$ cat src/rtl/core/prs_pkg.sv
// ----------------------------------------------------------------------------
// prs_pkg
// Shared types, codes and helpers for the portfolio return/risk/Sharpe block.
// ----------------------------------------------------------------------------
package prs_pkg;

  // Field and datapath widths
  localparam int DATA_W = 32;   // Q8.24 operand words
  localparam int FRAC_W = 24;   // fraction bits of every product shift
  localparam int RET_W  = 48;   // annual return, signed Q24.24
  localparam int VOL_W  = 47;   // annual volatility, unsigned Q23.24
  localparam int SHP_W  = 32;   // Sharpe ratio, signed Q16.16
  localparam int DVD_W  = 64;   // divider dividend
  localparam int DIV_W  = 48;   // divider divisor and remainder
  localparam int QUO_W  = 32;   // quotient bits produced per division
  localparam int RAD_W  = 64;   // square root radicand
  localparam int ROOT_W = 44;   // square root result
  localparam int CFG_W  = 5;    // asset count register

  // Command codes
  localparam logic [1:0] CMD_MEAN   = 2'd0;
  localparam logic [1:0] CMD_COV    = 2'd1;
  localparam logic [1:0] CMD_WEIGHT = 2'd2;
  localparam logic [1:0] CMD_EVAL   = 2'd3;

  // Result status codes
  localparam logic [1:0] ST_OK    = 2'd0;
  localparam logic [1:0] ST_WSUM0 = 2'd1;
  localparam logic [1:0] ST_VOL0  = 2'd2;

  // Saturation bounds
  localparam logic signed [RET_W-1:0] RET_MAX = 48'sh7FFF_FFFF_FFFF;
  localparam logic signed [RET_W-1:0] RET_MIN = 48'sh8000_0000_0000;
  localparam logic signed [SHP_W-1:0] S32_MAX = 32'sh7FFF_FFFF;
  localparam logic signed [SHP_W-1:0] S32_MIN = 32'sh8000_0000;

  // Multiply-accumulate operation tag
  typedef enum logic [2:0] {
    OP_NONE,
    OP_SUMW,
    OP_RET,
    OP_COV,
    OP_QF
  } op_e;

  // Kind of result loaded into the output register
  typedef enum logic [1:0] {
    KIND_OK,
    KIND_WSUM0,
    KIND_VOL0
  } kind_e;

  // Divider operand source
  typedef enum logic {
    DIV_NORM,
    DIV_SHARPE
  } div_src_e;

  // Controller to datapath commands
  typedef struct packed {
    logic     wr_mean;
    logic     wr_cov;
    logic     wr_weight;
    logic     clr_all;
    logic     clr_t;
    op_e      op;
    logic     div_start;
    div_src_e div_src;
    logic     sqrt_start;
    logic     nw_we;
    logic     out_load;
    kind_e    out_kind;
  } prs_cmd_t;

  // Datapath to controller status
  typedef struct packed {
    logic sumw_zero;
    logic var_nonpos;
    logic vol_zero;
    logic div_done;
    logic sqrt_done;
  } prs_stat_t;

  // Apply sign to an unsigned quotient and saturate to signed 32 bits
  function automatic logic signed [SHP_W-1:0] sat_quo(input logic neg, input logic big,
                                                      input logic [QUO_W-1:0] quo);
    logic signed [SHP_W-1:0] res;
    if (neg) begin
      res = (big || quo > 32'h8000_0000) ? S32_MIN : $signed(~quo + 32'd1);
    end else begin
      res = (big || quo > 32'h7FFF_FFFF) ? S32_MAX : $signed(quo);
    end
    return res;
  endfunction

endpackage

$ cat src/rtl/core/prs_ctrl.sv
// ----------------------------------------------------------------------------
// prs_ctrl
// Command sequencer: loads, weight sum, normalization, return, quadratic
// form, square root, Sharpe division and result hand-off.
// ----------------------------------------------------------------------------
module prs_ctrl import prs_pkg::*; #(
  parameter  int MAX_ASSETS = 16,
  localparam int IDX_W      = $clog2(MAX_ASSETS)
) (
  input  logic             clk_i,
  input  logic             rst_ni,
  input  logic             cfg_we_i,
  input  logic [CFG_W-1:0] cfg_wdata_i,
  input  logic             in_valid_i,
  output logic             in_ready_o,
  input  logic [1:0]       in_cmd_i,
  output logic             out_valid_o,
  input  logic             out_ready_i,
  input  prs_stat_t        stat_i,
  output prs_cmd_t         cmd_o,
  output logic [IDX_W-1:0] rd_i_o,
  output logic [IDX_W-1:0] rd_j_o
);

  typedef enum logic [4:0] {
    S_IDLE, S_SUM, S_SUM_WAIT, S_NRM_RD, S_NRM_GO, S_NRM_WAIT,
    S_RET, S_RET_WAIT, S_COV, S_COV_WAIT, S_QF, S_QF_WAIT,
    S_ROOT, S_ROOT_WAIT, S_SHP, S_SHP_WAIT, S_FIN
  } state_e;

  state_e           state_q;
  logic [IDX_W-1:0] i_q, j_q, nm1;
  logic [1:0]       wait_q;
  kind_e            kind_q;
  logic             out_valid_q;
  logic [CFG_W-1:0] asset_count_q;
  logic             accept, i_last;

  // Asset count register
  always_ff @(posedge clk_i or negedge rst_ni) begin
    if (!rst_ni) begin
      asset_count_q <= CFG_W'(1);
    end else if (cfg_we_i) begin
      asset_count_q <= cfg_wdata_i;
    end
  end

  // Last asset index, count clamped to 1..MAX_ASSETS
  always_comb begin
    if (asset_count_q == '0) begin
      nm1 = '0;
    end else if (32'(asset_count_q) > MAX_ASSETS) begin
      nm1 = IDX_W'(MAX_ASSETS - 1);
    end else begin
      nm1 = IDX_W'(asset_count_q - CFG_W'(1));
    end
  end

  assign accept = in_valid_i && (state_q == S_IDLE);
  assign i_last = i_q == nm1;

  // Commands
  always_comb begin
    cmd_o            = '0;
    cmd_o.op         = OP_NONE;
    cmd_o.div_src    = (state_q == S_SHP) ? DIV_SHARPE : DIV_NORM;
    cmd_o.out_kind   = kind_q;
    cmd_o.wr_mean    = accept && (in_cmd_i == CMD_MEAN);
    cmd_o.wr_cov     = accept && (in_cmd_i == CMD_COV);
    cmd_o.wr_weight  = accept && (in_cmd_i == CMD_WEIGHT);
    cmd_o.clr_all    = accept && (in_cmd_i == CMD_EVAL);
    cmd_o.clr_t      = (state_q == S_QF_WAIT) && (wait_q == '0);
    cmd_o.div_start  = (state_q == S_NRM_GO) || (state_q == S_SHP);
    cmd_o.sqrt_start = (state_q == S_ROOT) && !stat_i.var_nonpos;
    cmd_o.nw_we      = (state_q == S_NRM_WAIT) && stat_i.div_done;
    cmd_o.out_load   = (state_q == S_FIN) && (!out_valid_q || out_ready_i);
    unique case (state_q)
      S_SUM:   cmd_o.op = OP_SUMW;
      S_RET:   cmd_o.op = OP_RET;
      S_COV:   cmd_o.op = OP_COV;
      S_QF:    cmd_o.op = OP_QF;
      default: cmd_o.op = OP_NONE;
    endcase
  end

  // State machine
  always_ff @(posedge clk_i or negedge rst_ni) begin
    if (!rst_ni) begin
      state_q     <= S_IDLE;
      i_q         <= '0;
      j_q         <= '0;
      wait_q      <= '0;
      kind_q      <= KIND_OK;
      out_valid_q <= 1'b0;
    end else begin
      // Output register occupancy
      if (cmd_o.out_load) begin
        out_valid_q <= 1'b1;
      end else if (out_ready_i) begin
        out_valid_q <= 1'b0;
      end

      unique case (state_q)
        S_IDLE: begin
          if (accept && (in_cmd_i == CMD_EVAL)) begin
            i_q     <= '0;
            state_q <= S_SUM;
          end
        end
        S_SUM: begin
          if (i_last) begin
            wait_q  <= 2'd2;
            state_q <= S_SUM_WAIT;
          end else begin
            i_q <= i_q + 1'b1;
          end
        end
        S_SUM_WAIT: begin
          if (wait_q != '0) begin
            wait_q <= wait_q - 1'b1;
          end else if (stat_i.sumw_zero) begin
            kind_q  <= KIND_WSUM0;
            state_q <= S_FIN;
          end else begin
            i_q     <= '0;
            state_q <= S_NRM_RD;
          end
        end
        S_NRM_RD: state_q <= S_NRM_GO;
        S_NRM_GO: state_q <= S_NRM_WAIT;
        S_NRM_WAIT: begin
          if (stat_i.div_done) begin
            if (i_last) begin
              i_q     <= '0;
              state_q <= S_RET;
            end else begin
              i_q     <= i_q + 1'b1;
              state_q <= S_NRM_RD;
            end
          end
        end
        S_RET: begin
          if (i_last) begin
            wait_q  <= 2'd2;
            state_q <= S_RET_WAIT;
          end else begin
            i_q <= i_q + 1'b1;
          end
        end
        S_RET_WAIT: begin
          if (wait_q != '0) begin
            wait_q <= wait_q - 1'b1;
          end else begin
            i_q     <= '0;
            j_q     <= '0;
            state_q <= S_COV;
          end
        end
        S_COV: begin
          if (i_last) begin
            wait_q  <= 2'd2;
            state_q <= S_COV_WAIT;
          end else begin
            i_q <= i_q + 1'b1;
          end
        end
        S_COV_WAIT: begin
          if (wait_q != '0) begin
            wait_q <= wait_q - 1'b1;
          end else begin
            state_q <= S_QF;
          end
        end
        S_QF: begin
          wait_q  <= 2'd2;
          state_q <= S_QF_WAIT;
        end
        S_QF_WAIT: begin
          if (wait_q != '0) begin
            wait_q <= wait_q - 1'b1;
          end else if (j_q == nm1) begin
            state_q <= S_ROOT;
          end else begin
            j_q     <= j_q + 1'b1;
            i_q     <= '0;
            state_q <= S_COV;
          end
        end
        S_ROOT: begin
          if (stat_i.var_nonpos) begin
            kind_q  <= KIND_VOL0;
            state_q <= S_FIN;
          end else begin
            state_q <= S_ROOT_WAIT;
          end
        end
        S_ROOT_WAIT: begin
          if (stat_i.sqrt_done) begin
            if (stat_i.vol_zero) begin
              kind_q  <= KIND_VOL0;
              state_q <= S_FIN;
            end else begin
              state_q <= S_SHP;
            end
          end
        end
        S_SHP: state_q <= S_SHP_WAIT;
        S_SHP_WAIT: begin
          if (stat_i.div_done) begin
            kind_q  <= KIND_OK;
            state_q <= S_FIN;
          end
        end
        S_FIN: begin
          if (!out_valid_q || out_ready_i) begin
            state_q <= S_IDLE;
          end
        end
        default: state_q <= S_IDLE;
      endcase
    end
  end

  assign in_ready_o  = state_q == S_IDLE;
  assign out_valid_o = out_valid_q;
  assign rd_i_o      = i_q;
  assign rd_j_o      = j_q;

  // Checks
  a_load_free: assert property (@(posedge clk_i) disable iff (!rst_ni)
    cmd_o.out_load |-> (!out_valid_q || out_ready_i))
    else $error("result loaded over an untaken transaction");

  a_eval_busy: assert property (@(posedge clk_i) disable iff (!rst_ni)
    (accept && (in_cmd_i == CMD_EVAL)) |=> !in_ready_o)
    else $error("evaluate did not leave idle");

  a_valid_src: assert property (@(posedge clk_i) disable iff (!rst_ni)
    $rose(out_valid_q) |-> $past(cmd_o.out_load))
    else $error("result valid without a load");

  a_div_state: assert property (@(posedge clk_i) disable iff (!rst_ni)
    stat_i.div_done |-> ((state_q == S_NRM_WAIT) || (state_q == S_SHP_WAIT)))
    else $error("divider finished outside a wait state");

endmodule

$ cat config.mk
export PLATFORM = sky130hd
export DESIGN_NAME = prs_ctrl
export DESIGN_NICKNAME = d
export VERILOG_FILES = /design/src/rtl/core/prs_pkg.sv /design/src/rtl/core/prs_ctrl.sv
export SDC_FILE = /design/constraint.sdc
export NUM_CORES = 1
export LEC_CHECK = 0
export BUFFER_PORTS_ARGS = -buffer_cell sky130_fd_sc_hd__buf_4
export CAP_MARGIN = 20
export CORE_MARGIN = 8
export CORE_UTILIZATION = 59
export CTS_BUF_LIST = sky130_fd_sc_hd__clkbuf_16
export CTS_CLUSTER_DIAMETER = 120
export DETAILED_ROUTE_END_ITERATION = 6
export HOLD_SLACK_MARGIN = 0.1
export PLACE_DENSITY = 0.93
export SLEW_MARGIN = 20
export SYNTH_ARGS = -nofsm -noshare
export SYNTH_HDL_FRONTEND = slang
export SYNTH_SLANG_ARGS = --single-unit
$ cat constraint.sdc
create_clock -name clk_i -period 8.1 [get_ports clk_i]
set_input_delay 2.43 -clock clk_i [delete_from_list [all_inputs] [get_ports clk_i]]
set_output_delay 2.43 -clock clk_i [all_outputs]
set_load 0.01 [all_outputs]
* Yosys cells after proc, flatten, opt, wreduce, memory -nomap -nowiden
Cells that the tools add are included.
** Cells by class
- Add/subtract/negate cells :: 4
- Magnitude comparators :: 1
- Equal/unequal tests :: 41
- Mux-type cells :: 47
- Reductions and logical operators :: 30
** Operators with widths (number)
- $pmux W5 S17 :: 1
- $mux W5 :: 15
- $mux W4 :: 13
- $eq A5 B4 Y1 const B :: 8
- $ne A2 B2 Y1 const B :: 16
- $pmux W4 S6 :: 1
- $eq A5 B3 Y1 const B :: 4
- $mux W2 :: 8
- $pmux W3 S4 :: 1
- $reduce_and A12 Y1 :: 1
- $eq A5 B2 Y1 const B :: 2
- $logic_not A5 Y1 :: 2
- $logic_and A1 B1 Y1 :: 9
- $reduce_and A9 Y1 :: 1
- $add A4 B1 Y4 const B :: 2
- $eq A4 B4 Y1 :: 2
- $ne A2 B1 Y1 const B :: 4
- $pmux W2 S4 :: 1
- $pmux W4 S2 :: 1
- $reduce_and A7 Y1 :: 1
- $mux W3 :: 2
- $pmux W2 S3 :: 1
- $reduce_bool A2 Y1 :: 3
- $reduce_bool A6 Y1 :: 1
- 17 further kinds :: 23
** Word-level totals
- Register bits after elaboration :: 23
- Bits of input ports :: 17
- Word-level logic and storage cells :: 130

* Depth between registers and ports, before layout
Gate-level depths: netlist of the first run.
- Depth after elaboration :: 7
- Mapped depth :: 9
- Gate-level depth less buffers :: 9

* Worst setup path after synthesis of the first run
OpenSTA, ideal clock, no wires.
- Path type :: input -> output
- From :: input in_valid_i
- To :: output cmd_o[13] (netlist name)
- Arrival time :: 2849 ps
- Path slack :: 2821 ps
- Stages on the path :: 2
- Cells stage by stage :: nand2_1 nor3b_1
** RTL lines
- start: declaration :: RTL line prs_ctrl.sv:14 : input logic in_valid_i,
- end: declaration :: RTL line prs_ctrl.sv:20 : output prs_cmd_t cmd_o,

==> impl_metrics.py, run 1 <==
metrics = {
    "run_status": {
        "status": "finished clean",
    },
    "yosys": {
        "ys_seq_elements": 23,
        "synthesis.nets": 264,
        "synth_area_sq_mm": 0.001932,
        "synth-async-reset-ratio_pct": 100.0,
        "yosysUniqueCellTypes": 53,
        "synth_edf_count": 0,
        "synthFlopType": "dfrtp_1",
        "yosysSeqAreaShare_pct": 29.86,
        "synthCells": 243,
        "synth.yosys.warnings": 0,
        "syn_area_per_cell_sq_um": 7.950,
    },
    "detailed_routing": {
        "drc": 0,
        "dr.pass1.iters": 5,
        "vias_per_cell": 5.994,
        "ant_nets": 0,
        "num_vias": 1924,
        "avgRoutedWirePerCell_um": 15.49,
        "drt_iter0_markers": 160,
        "wl_um": 4972,
    },
    "placement": {
        "io_buffers": 41,
        "gp_congestion": 0.9374,
        "post-place-ws_ps": 2635,
        "hpwl_um": 3821,
    },
    "worst_setup_path": {
        "crit_start": "in_valid_i",
        "rr_endpoint": "rd_i_o[0]",
        "end_kind": "output pin",
        "worst-setup-path-type": "in -> out",
        "arrival_ps": 3050,
        "reg2reg_depth": 9,
        "cp_max_fo": 4,
        "reg2reg_slack_ps": 5080,
        "cp-start-kind": "input port",
        "crit_path_end": "cmd_o[13]",
        "required_ps": 5670,
        "worstReg2RegStart": "asset_count_q[0]",
    },
    "job": {
        "maxCapViolations": 0,
    },
    "grt": {
        "antenna_found_initial": 0,
        "grt_pass1_vias": 1680,
        "grt_max_degree": 26,
        "grt-ovfl-total": 0,
        "grt_pass1_wl_um": 8073,
        "grt_usage_pct": 18.63,
    },
    "pwr": {
        "max-vdd-ir-drop_mv": 0.2092,
        "power.density_mw_per_mm2": 287.3,
        "power.leakage_nw": 1.060,
        "finalPower_w": 0.0006689,
    },
    "clock_network": {
        "cts_num_sinks": 23,
        "insertion_delay_ps": 250,
        "path_clk_slew_ps": 60,
        "holdBufCountCts": 0,
        "cts_tree": "built",
        "cts_root_buf": "clkbuf_16",
        "post_cts_buffers": 0,
        "cts_resized": 0,
        "numCtsBuffers": 3,
        "clk_path_buf_depth": 2,
        "htreeDepth": 1,
    },
    "layout": {
        "area_delta_synth_final_pct": 20.53,
        "diodes": 0,
        "fin_nets": 299,
        "n_fill_cell": 223,
        "drive_gt1_share_pct": 20.58,
    },
    "timing": {
        "fin_crit_sh_pct": 67.61,
        "rsz0062_at_grt": "no",
        "final.setup_skew_ps": 5.523,
        "slew_headroom_pct": 49.36,
        "hold_viol_final": 0,
        "fmax_mhz": 182.6,
        "period_needed_ps": 5477,
        "worst_hold_slack_ps": 469.9,
        "slew_viol_final": 0,
        "setup_tns_ps": 0,
        "finalWorstSetupSlack_ps": 2623,
        "tightest_slew_ps": 759.6,
        "finalSetupViolCount": 0,
    },
    "floorplanning": {
        "num_rows": 20,
        "die_x_um": 73.22,
        "die-area_sq_mm": 0.005361,
        "die_h_um": 73.22,
        "ios": 42,
        "coreArea_sq_mm": 0.003078,
        "start_util_pct": 62.76,
    },
    "hold_path": {
        "hp-class": "reg -> reg",
    },
}
==> kinds of logic after synthesis <==
kind of cell,Yosys count,share of synthesized area (%)
compound gates,60,22.22
xor+xnor,6,2.720
fa+ha+maj,5,3.174
buf+inv,27,5.440
flops,23,29.86
mux,7,3.951
simple gates,115,32.64
==> routing by layer <==
layer	vias up	global-route usage (%)	share of wire, %
li1	947	-	-
met5	-	0	0
met3	4	4.121	6.3
met4	0	3.333	0.62
met2	78	32.27	52
met1	895	23.00	41
==> placed cells by master, fill, tap and decap left out, types with 3 or more instances in the layout <==
| cell type | Yosys | final |
|---|---|---|
| clkbuf_16 | 0 | 3 |
| nor4_1 | 4 | 4 |
| and3_1 | 3 | 3 |
| o211ai_1 | 3 | 3 |
| ha_1 | 4 | 4 |
| nand3_1 | 5 | 5 |
| o21ai_0 | 10 | 10 |
| a22oi_1 | 3 | 3 |
| nand2b_1 | 13 | 13 |
| buf_4 | 0 | 41 |
| mux2_2 | 4 | 4 |
| nor2b_1 | 6 | 6 |
| a21oi_1 | 8 | 8 |
| nor3_1 | 13 | 13 |
| and3b_1 | 4 | 4 |
| a311o_1 | 3 | 3 |
| dfrtp_1 | 22 | 22 |
| o31ai_1 | 5 | 5 |
| xnor2_1 | 4 | 4 |
| nor3b_1 | 6 | 6 |
| inv_1 | 16 | 17 |
| nor2_1 | 28 | 28 |
| a31oi_1 | 5 | 5 |
| nand2_1 | 22 | 22 |
==> state kept, by name, indices dropped and copies added (netlist names) <==
signal         count
asset_count_q      5
kind_q             2
out_valid_o        1
rd_i_o             4
rd_j_o             4
state_q            5
wait_q             2
==> critical path, stage by stage <==
cell and delay (ps):
buf_4 80, nand2_1 90, nor3b_1 270, buf_4 170
==> area by class of cell <==
type | count | area [sq um] | area share, %
sequential | 23 | 576.8 | 24.77
timing repair buffer | 41 | 307.8 | 13.22
inverter | 16 | 60.06 | 2.579
multi-input combinational | 193 | 1250 | 53.68
tap | 44 | 55.05 | 2.364
clock inverter | 1 | 3.754 | 0.1612
clock buffer | 3 | 75.07 | 3.224
==> how the worst min path moves through the flow <==
stage,startpoint,to,slack (ps),depth (start not counted)
6_report,wait_q[0],wait_q[0],470,1
5_1_grt,kind_q[0],kind_q[0],520,1
4_1_cts,wait_q[0],wait_q[0],480,1
3_5_place_dp,wait_q[0],wait_q[0],470,1
3_3_place_gp,wait_q[0],wait_q[0],460,1
2_1_floorplan,wait_q[0],wait_q[0],440,1
==> cells in the mapped netlist (5+ instances only) <==
library cell	number	area (sq um)
a21oi_1	8	40.04
a31oi_1	5	31.28
clkbuf_1	7	26.28
dfrtp_1	22	550.5
inv_1	16	60.06
nand2_1	22	82.58
nand2b_1	13	81.33
nand3_1	5	25.02
nor2_1	28	105.1
nor2b_1	6	37.54
nor3_1	13	65.06
nor3b_1	6	45.04
o21ai_0	10	50.05
o31ai_1	5	37.54
==> metrics by stage <==
stage	std cells	utilization (%)	instance area, sq um
finish	321	75.65	2328
detailed placement	317	73.09	2250
global route	321	75.65	2328
CTS	321	75.65	2328
floorplan	243	-	1932
global placement	317	73.09	2250
==> power breakdown <==
| part | total [W] | internal, W | switching [W] |
|---|---|---|---|
| Sequential | 0.000207 | 0.000140 | 0.0000669 |
| Combinational | 0.000357 | 0.000164 | 0.000193 |
| Clock | 0.000105 | 0.0000658 | 0.0000394 |
| Total | 0.000669 | 0.000370 | 0.000299 |
No activity file was read; power rests on OpenSTA's default activity.
==> inputs of run 2 (changes only) <==
Settings changed: ABC_AREA set to 1, CORE_UTILIZATION 59 to 54, PLACE_DENSITY 0.93 to 0.87.
Clock period 8.1 ns to 5.4 ns, I/O delays scaled along.
==> impl_metrics.py, run 2 <==
metrics = {
    "detailed_routing": {
        "drc": 0,
        "dr.pass1.iters": 4,
        "num_vias": 1929,
        "avgRoutedWirePerCell_um": 12.82,
        "vias_per_cell": 5.158,
        "drt_iter0_markers": 146,
        "wl_um": 4795,
        "ant_nets": 0,
    },
    "yosys": {
        "synthFlopType": "dfrtp_1",
        "yosys.area_share.adder_pct": 2.710,
        "ys_seq_elements": 23,
        "synth-xor-area-share_pct": 2.371,
        "yosys.area_share.simple_pct": 48.04,
        "synth_compound_area_share_pct": 6.978,
        "synth.most_common_cell": "nand2_1",
        "yosysSeqAreaShare_pct": 31.23,
        "yosysUniqueCellTypes": 27,
        "muxShareOfSynthArea_pct": 0,
        "synth_common_cells": "nand2_1, inv_1, nand3_1",
        "synth-async-reset-ratio_pct": 100.0,
        "synth_edf_count": 0,
        "synthTopCellsByArea": "dfrtp_1, nand2_1, nand3_1",
        "synth.yosys.warnings": 0,
        "syn_area_per_cell_sq_um": 6.503,
        "synthesis.nets": 305,
        "synth.top_cell.area_share_pct": 29.81,
        "yosysTopAreaCell": "dfrtp_1",
        "synthCells": 284,
        "synth_area_sq_mm": 0.001847,
        "synth_top_family_by_area": "simple AND/OR/NAND/NOR gates",
    },
    "placement": {
        "gp_congestion": 0.9546,
        "placed_cells_incl_taps": 370,
        "hpwl_um": 3869,
        "place_area_sq_mm": 0.002208,
        "io_buffers": 41,
    },
    "timing": {
        "fin_crit_sh_pct": 69.59,
        "worst_hold_slack_ps": 479.8,
        "finalSetupViolCount": 0,
        "final.setup_skew_ps": 4.900,
        "hold_viol_final": 0,
        "tightest_slew_ps": 406.7,
        "fmax_mhz": 266.1,
        "period_needed_ps": 3758,
        "slew_headroom_pct": 72.64,
        "rsz0062_at_grt": "no",
        "slew_viol_final": 0,
        "setup_tns_ps": 0,
    },
    "worst_setup_path": {
        "arrival_ps": 2140,
        "worst-setup-path-type": "in -> out",
        "required_ps": 3780,
        "cp_max_fo": 5,
        "cp_slowest_cell": "nor3b_1",
        "path_cells": "buf_4 -> nand2_4 -> nor3b_1 -> buf_4",
        "cp-start-kind": "input port",
        "critical-path-max-stage-delay_ps": 200,
        "timing.critical_path.mode_cell": "buf_4",
        "end_kind": "output pin",
    },
    "layout": {
        "fin_area_sq_mm": 0.002288,
        "most-common-layout-cells": "nand2_1, buf_4, inv_1, nand3_1, dfrtp_1",
        "drive_gt1_share_pct": 24.39,
        "regArea_sq_um": 576.8,
        "n_fill_cell": 310,
        "area_delta_synth_final_pct": 23.92,
        "diodes": 0,
        "fin_cells": 374,
        "multi_input_area_sq_mm": 0.001110,
        "layout_commonest_cell": "nand2_1",
        "fin_nets": 350,
        "reg_top3": "asset_count_q (5), state_q (5)",
        "post-route-util_pct": 69.12,
    },
    "hold_path": {
        "hp-class": "reg -> reg",
    },
    "pwr": {
        "p_seq_share_pct": 24.6,
        "power.internal_w": 0.0005385,
        "max-vdd-ir-drop_mv": 0.2854,
        "p_switching_w": 0.0005243,
        "pwr-share-comb_pct": 60.1,
        "switching_share_pct": 49.33,
        "clkPwrFrac_pct": 15.3,
        "power.leakage_nw": 1.260,
        "power.density_mw_per_mm2": 464.4,
    },
    "floorplanning": {
        "die_h_um": 74.48,
        "num_rows": 21,
        "coreArea_sq_mm": 0.003311,
        "start_util_pct": 55.78,
        "die-area_sq_mm": 0.005547,
        "die_x_um": 74.48,
        "ios": 42,
    },
    "grt": {
        "grt_pass1_wl_um": 8142,
        "grt_usage_pct": 18.18,
        "grt-ovfl-total": 0,
        "grt_max_degree": 24,
        "antenna_found_initial": 0,
        "grt_pass1_vias": 1885,
    },
    "job": {
        "maxCapViolations": 0,
    },
    "run_status": {
        "status": "finished clean",
    },
    "clock_network": {
        "cts_resized": 0,
        "numCtsBuffers": 3,
        "post_cts_buffers": 0,
        "clk_path_buf_depth": 2,
        "path_clk_slew_ps": 60,
        "cts_root_buf": "clkbuf_16",
        "cts_num_sinks": 23,
        "insertion_delay_ps": 260,
        "holdBufCountCts": 0,
        "cts_tree": "built",
        "htreeDepth": 1,
    },
}
run 2: cell types whose count changed in the layout (fill, tap and decap cells not counted), moves of 7 or more:
cell and change:
nand2_1 +74, nand3_1 +25, inv_1 +14, nand2b_1 -13, inv_2 +9, nor2_1 -9, a21oi_1 -7, nand2_2 +7
nand4_1 +7, o21ai_0 +7
run 2: power by group through the flow:
stage / Clock [W] / Sequential (W) / Combinational [W]
after floorplan: 0 / 0.000260 / 0.000461
after global placement: 0 / 0.000262 / 0.000630
after detailed placement: 0 / 0.000263 / 0.000636
after CTS: 0.000165 / 0.000260 / 0.000640
after global routing: 0.000170 / 0.000268 / 0.000721
final: 0.000163 / 0.000261 / 0.000639
run 2: worst max-delay path: cells and delay by family:
family	cells	cell delay, ps
simple gates	2	260
buf+inv	2	250
run 2: metal layers:
layer / vias to the layer above / wire, um / GRT usage, % / part of all wire [%]
li1: 1000 / - / - / -
met3: 6 / 348 / 4.043 / 7.3
met1: 857 / 1989 / 20.59 / 41
met4: 0 / 59 / 7.609 / 1.2
met5: - / 0 / 0 / 0
met2: 66 / 2398 / 31.85 / 50
run 2: layout make-up:
| class | instances | area share (%) |
|---|---|---|
| multi-input combinational | 219 | 48.50 |
| sequential | 23 | 25.21 |
| timing repair buffer | 41 | 13.45 |
| inverter | 41 | 6.834 |
| clock buffer | 3 | 3.280 |
| tap | 46 | 2.515 |
| clock inverter | 1 | 0.2187 |
run 2: cells by family after synthesis:
kind of cell,after synthesis
AND/OR/NAND/NOR,186
buffers and inverters,42
AO/OA/AOI/OAI,24
flip-flops,23
XOR/XNOR,5
adder cells (fa/ha/maj),4
run 2: final timing paths:
kind	from	endpoint	slack (ps)	cells past startpoint
max	in_valid_i	cmd_o[12]	1640	4
min	wait_q[1]	wait_q[1]	480	2
max reg2reg	asset_count_q[0]	rd_i_o[1]	3300	12
min reg2reg	wait_q[1]	wait_q[1]	480	2
max in group asynchronous	rst_ni	asset_count_q[0]	3850	1
min in group asynchronous	rst_ni	kind_q[1]	1250	1
run 2: stage by stage:
| step | setup slack [ps] | total power (W) |
|---|---|---|
| after floorplan | 1789 | 0.0007202 |
| after global placement | 1690 | 0.0008923 |
| after detailed placement | 1647 | 0.0008988 |
| after CTS | 1636 | 0.001066 |
| after global routing | 1544 | 0.001158 |
| final | 1642 | 0.001063 |
